## src/rv32_pkg.sv

```systemverilog
// rv32_pkg: shared types, action codes and constants for the RV32I execute unit.
// No dependencies.
`timescale 1ns / 1ps
package rv32_pkg;
	localparam int DATA_BYTES_DEF = 4096;

	localparam logic [4:0] ACT_ADD   = 5'd0;
	localparam logic [4:0] ACT_SUB   = 5'd1;
	localparam logic [4:0] ACT_AND   = 5'd2;
	localparam logic [4:0] ACT_OR    = 5'd3;
	localparam logic [4:0] ACT_XOR   = 5'd4;
	localparam logic [4:0] ACT_SLT   = 5'd5;
	localparam logic [4:0] ACT_SLTU  = 5'd6;
	localparam logic [4:0] ACT_ADDI  = 5'd7;
	localparam logic [4:0] ACT_ANDI  = 5'd8;
	localparam logic [4:0] ACT_ORI   = 5'd9;
	localparam logic [4:0] ACT_SLLI  = 5'd10;
	localparam logic [4:0] ACT_SRLI  = 5'd11;
	localparam logic [4:0] ACT_SRAI  = 5'd12;
	localparam logic [4:0] ACT_LUI   = 5'd13;
	localparam logic [4:0] ACT_AUIPC = 5'd14;
	localparam logic [4:0] ACT_BEQ   = 5'd15;
	localparam logic [4:0] ACT_BNE   = 5'd16;
	localparam logic [4:0] ACT_BLT   = 5'd17;
	localparam logic [4:0] ACT_BGE   = 5'd18;
	localparam logic [4:0] ACT_BLTU  = 5'd19;
	localparam logic [4:0] ACT_BGEU  = 5'd20;
	localparam logic [4:0] ACT_JAL   = 5'd21;
	localparam logic [4:0] ACT_JALR  = 5'd22;
	localparam logic [4:0] ACT_LB    = 5'd23;
	localparam logic [4:0] ACT_LBU   = 5'd24;
	localparam logic [4:0] ACT_LW    = 5'd25;
	localparam logic [4:0] ACT_SB    = 5'd26;
	localparam logic [4:0] ACT_SW    = 5'd27;
	localparam logic [4:0] ACT_ECALL = 5'd28;

	localparam logic [4:0] REG_A0 = 5'd10;
	localparam logic [4:0] REG_A7 = 5'd17;

	localparam logic [31:0] SVC_CODE_INT  = 32'd1;
	localparam logic [31:0] SVC_CODE_STR  = 32'd4;
	localparam logic [31:0] SVC_CODE_EXIT = 32'd10;

	localparam logic [1:0] SVC_NONE = 2'd0;
	localparam logic [1:0] SVC_INT  = 2'd1;
	localparam logic [1:0] SVC_STR  = 2'd2;
	localparam logic [1:0] SVC_EXIT = 2'd3;

	typedef struct packed {
		logic [4:0]  action;
		logic [4:0]  dest_reg;
		logic [31:0] imm_value;
	} instr_t;

	typedef struct packed {
		logic        write_enable;
		logic [31:0] write_value;
		logic        jumped;
		logic [31:0] next_pc;
		logic [1:0]  service;
		logic [31:0] service_arg;
	} result_t;

	// register write-back bundle
	typedef struct packed {
		logic        en;
		logic [4:0]  addr;
		logic [31:0] data;
	} rf_wr_t;
endpackage

```

## src/rv32_regfile.sv

```systemverilog
// rv32_regfile: 32x32 register file, synchronous read with write-through.
// Depends on rv32_pkg. Four read ports (rs1, rs2, and the fixed a0 and a7 registers).
`timescale 1ns / 1ps
module rv32_regfile (
	input  logic                 clk,
	input  logic                 arst_n,
	input  logic                 rd_en,
	input  logic [4:0]           ra1,
	input  logic [4:0]           ra2,
	output logic [31:0]          rd1,
	output logic [31:0]          rd2,
	output logic [31:0]          a0_val,
	output logic [31:0]          a7_val,
	input  rv32_pkg::rf_wr_t     wr
);
	// Small file (32 entries), reset to zero, held in flops.
	logic [31:0] regs_q [32];

	function automatic logic [31:0] rdp(input logic [4:0] a, input logic [31:0] cur,
		input rv32_pkg::rf_wr_t w);
		logic [31:0] r;
		r = cur;
		if (w.en && w.addr == a) r = w.data;
		if (a == 5'd0) r = 32'd0;
		return r;
	endfunction

	always_ff @(posedge clk or negedge arst_n) begin
		if (!arst_n) begin
			for (int i = 0; i < 32; i++) regs_q[i] <= 32'd0;
		end else if (wr.en && wr.addr != 5'd0) begin
			regs_q[wr.addr] <= wr.data;
		end
	end

	always_ff @(posedge clk) begin
		if (rd_en) begin
			rd1 <= rdp(ra1, regs_q[ra1], wr);
			rd2 <= rdp(ra2, regs_q[ra2], wr);
			a0_val <= rdp(rv32_pkg::REG_A0, regs_q[rv32_pkg::REG_A0], wr);
			a7_val <= rdp(rv32_pkg::REG_A7, regs_q[rv32_pkg::REG_A7], wr);
		end
	end
endmodule

```

## config.mk

```make
export PLATFORM = sky130hd
export DESIGN_NAME = rv32_regfile
export DESIGN_NICKNAME = d
export VERILOG_FILES = /design/src/rv32_pkg.sv /design/src/rv32_regfile.sv
export SDC_FILE = /design/constraint.sdc
export NUM_CORES = 2
export LEC_CHECK = 0
export BUFFER_PORTS_ARGS = -buffer_cell sky130_fd_sc_hd__buf_2
export CAP_MARGIN = 10
export CELL_PAD_IN_SITES_DETAIL_PLACEMENT = 0
export CELL_PAD_IN_SITES_GLOBAL_PLACEMENT = 1
export CORE_MARGIN = 4
export CORE_UTILIZATION = 45
export DETAILED_ROUTE_END_ITERATION = 10
export PLACE_DENSITY = 0.82
export SYNTH_ARGS = -nofsm -noshare
export SYNTH_HDL_FRONTEND = slang
export SYNTH_SLANG_ARGS = --single-unit
```

## constraint.sdc

```tcl
create_clock -name clk -period 2 [get_ports clk]
set_input_delay 0.4 -clock clk [delete_from_list [all_inputs] [get_ports clk]]
set_output_delay 0.4 -clock clk [all_outputs]
set_load 0.02 [all_outputs]
```

==> metrics.txt <==
status=finished with violations; failing checks=negative setup slack; area occupied by multi-input gates=about 29000 sq um; mux contribution to synthesized area=0.381; CP top delay family=flip-flops; initial antenna violation count=14; Detailed Place HPWL=between 150000 and 200000 um; root buffer selected by CTS=clkbuf_16; DR vias/cell=between 6 and 7; final instance area=72500 sq um; CP Max Fanout=1; Clock Skew=between 40 and 50 ps; Leak=about 32 nW; min cycle time layout=slightly above 2000 ps; Worst path depth=1; CP Data Required Time=between 1500 and 2000 ps; setup TNS=-46.9 ps; layout cell share with drive strength beyond 1=0.506; number of CTS-inserted buffers=about 120; placed inst area=68400 sq um; GPL Wtd Cong=approximately 0.93; die width=373 um; Rel. slew slack=0.443; Synthesized Nets=between 4000 and 5000; Synth Area in Adders=0; largest family of logic cells by synthesized area=multiplexers; commonest non-fill, non-tap cell in the layout=mux2_2; Initial Utilization=0.455; measured slew at the worst slew-check pin=roughly 840 ps; I/O pin total=between 150 and 200; critical path type=reg -> out; average cell area after synthesis=around 14 sq um; final slew viol count=0; GRT Resource Usage Total=0.315; fin crit share=1.02; power density cells=around 950 nW/um^2; Die Y-Extent=373 um; Synth Area in Compound Gates=0.0646; Initial DRC Count=~5400; Synth async-reset ratio=0.889; Layout Nets=4794; Yosys warning total=0; number of fill cells=~11000; CP startpoint kind=register; CTS tree=built; Max Cap Viol=0; Reg2Reg Setup Slack=about 10 ps; xor/xnor cell area share of the yosys netlist=0.00146; drc violations=0; cells on worst reg2reg path=4; final setup vio count=1; Core ar.=about 130000 sq um; worst setup margin=-46.9 ps; Post-Syn Area=between 50000 and 60000 sq um; # clock sinks=approximately 1200; largest net degree at the start of global routing=94; cell breakdown of the critical path=buf_6; # rows=~130; vias in the first global route=44700; final WL=224000 um; count of cell types in the netlist=between 50 and 60; Achievable Freq=between 400 and 500 MHz; max incr delay on CP=710 ps; first-pass GRT wire length=between 300000 and 400000 um; area grow syn2layout=20.8%; grt ovf=0; PortBufs=~180; die area=around 140000 sq um; Cells after Synth=about 4300; EDFF count, synth=128; Hold Path Class=in -> async; CP Capture Type=output pin; maximum vdd drop=a little under 0.8 mV; Detail Route Antenna Nets=0; Yosys reg bits=about 1200; Worst-path clk slew=60 ps; DR vias=between 40000 and 50000; RSZ-0062 raised after global routing=yes; Longest Clk Path Bufs=3; CP arrival=about 1700 ps; Clock Latency Late Sink=between 700 and 800 ps; Register Area=between 20000 and 30000 sq um; Buf+Inv Stages, Crit Path=1; DR pass1 iterations=6; sequential area share after synthesis=0.491; DR WL/cell=34.0 um; Most used DFF post-synth=dfrtp_1; Max H-tree Level=3; Simple-Gate Fraction of Synth Area=0.0248; Fin. Hold Viols=0; CP max stage cell=edfxtp_1; commonest non-fill, non-tap cells in the layout=1106 x mux2_2, 1024 x dfrtp_1, 410 x mux2i_1, 410 x buf_4, 272 x mux4_2
==> Yosys cell counts, types with 2 or more instances <==
cell	number	area share
a32o_1	56	0.0093
a21oi_1	87	0.0073
buf_2	111	0.0093
o22ai_1	91	0.0095
a22o_1	10	0.0015
nand2b_1	3	0.00031
nand3_1	52	0.0043
buf_1	53	0.0033
o211ai_1	9	0.0011
o221ai_1	26	0.0038
xnor2_1	6	0.00088
nor2_1	76	0.0048
or3b_2	6	0.00088
nand2_1	106	0.0066
a32oi_1	5	0.00073
nor4_1	5	0.00052
a221o_1	20	0.0033
nand3b_1	8	0.0010
nor2b_1	19	0.0020
mux2i_1	410	0.068
a211o_1	14	0.0020
and2_1	7	0.00073
a211oi_1	24	0.0030
a221oi_1	37	0.0054
mux4_2	271	0.10
a2111oi_0	9	0.0013
inv_1	20	0.0013
xor2_1	4	0.00058
nand3b_2	2	0.00038
nor3b_1	4	0.00050
o2bb2ai_1	16	0.0023
a2bb2oi_1	2	0.00029
buf_4	42	0.0053
nor3_1	12	0.0010
clkbuf_1	245	0.015
buf_6	12	0.0023
mux2_2	1121	0.21
a22oi_1	53	0.0066
o22a_1	4	0.00058
edfxtp_1	128	0.064
or3_1	3	0.00031
dfrtp_1	1024	0.43
o21ai_0	73	0.0061
==> report_power, final <==
part / total, mW / switching, mW / internal, mW / leakage, nW
Clock: 22.7 / 9.83 / 12.9 / 1.94
Combinational: 14.7 / 6.53 / 8.13 / 15.7
Sequential: 31.6 / 3.53 / 28.1 / 14.4
Total: 69.0 / 19.9 / 49.1 / 32.0
==> state kept, by name, summed over array words and instances, names as in the netlist <==
name,cells
a7_val,32
regs_q,1024
rd2,32
a0_val,32
rd1,32
==> metrics by stage <==
| stage | hold WS (ps) | cells | setup slack, ps | util | power (mW) |
|---|---|---|---|---|---|
| 3_3_place_gp | 318 | 6371 | -566 | 0.518 | 45.5 |
| 6_report | 173 | 6606 | -46.9 | 0.549 | 69.0 |
| 5_1_grt | 188 | 6602 | -32.2 | 0.549 | 71.3 |
| 3_5_place_dp | 325 | 6371 | -568 | 0.518 | 46.1 |
| 2_1_floorplan | 104 | 4301 | -184 | - | 40.3 |
| 4_1_cts | 134 | 6600 | -5.94 | 0.549 | 68.8 |
==> per-layer routing <==
layer	wire (um)	share of wire	GRT usage	up-vias
met4	13600	0.060	0.168	2
met1	87900	0.39	0.423	23100
met2	97100	0.43	0.461	2844
met5	10	0.000045	0	-
met3	25900	0.12	0.0952	755
li1	-	-	-	17300
==> path summary, 6_finish.rpt <==
| check | startpoint | to |
|---|---|---|
| worst max-delay path | rd1[24] | rd1[24] |
| worst min-delay path | arst_n | regs_q[452] |
| worst max register to register | regs_q[543] | rd1[31] |
| worst min register to register | regs_q[1002] | regs_q[1002] |
| max in group asynchronous | arst_n | regs_q[139] |
| min in group clk | wr[16] | regs_q[720] |
==> layout make-up <==
class / count / area share
Antenna cell: 5 / 0.000173
Clock buffer: 179 / 0.0487
Clock inverter: 45 / 0.00566
Inverter: 21 / 0.00110
Multi-Input combinational cell: 2664 / 0.397
Sequential cell: 1152 / 0.407
Tap cell: 1755 / 0.0303
Timing Repair Buffer: 785 / 0.111
==> repair_timing <==
action,in CTS,in global routing
pin swaps,0,3
setup endpoints to repair,5,10
buffers inserted,3,1
gates resized for setup,5,11
hold buffers,2,0
endpoints found under the hold margin,356,0
==> cells by family after synthesis <==
group / after synthesis
AO/OA/AOI/OAI: 539
XOR/XNOR: 10
buffers and inverters: 485
flip-flops: 1152
multiplexers: 1803
AND/OR/NAND/NOR: 312
Note: power is estimated with default switching activity, not from simulation.
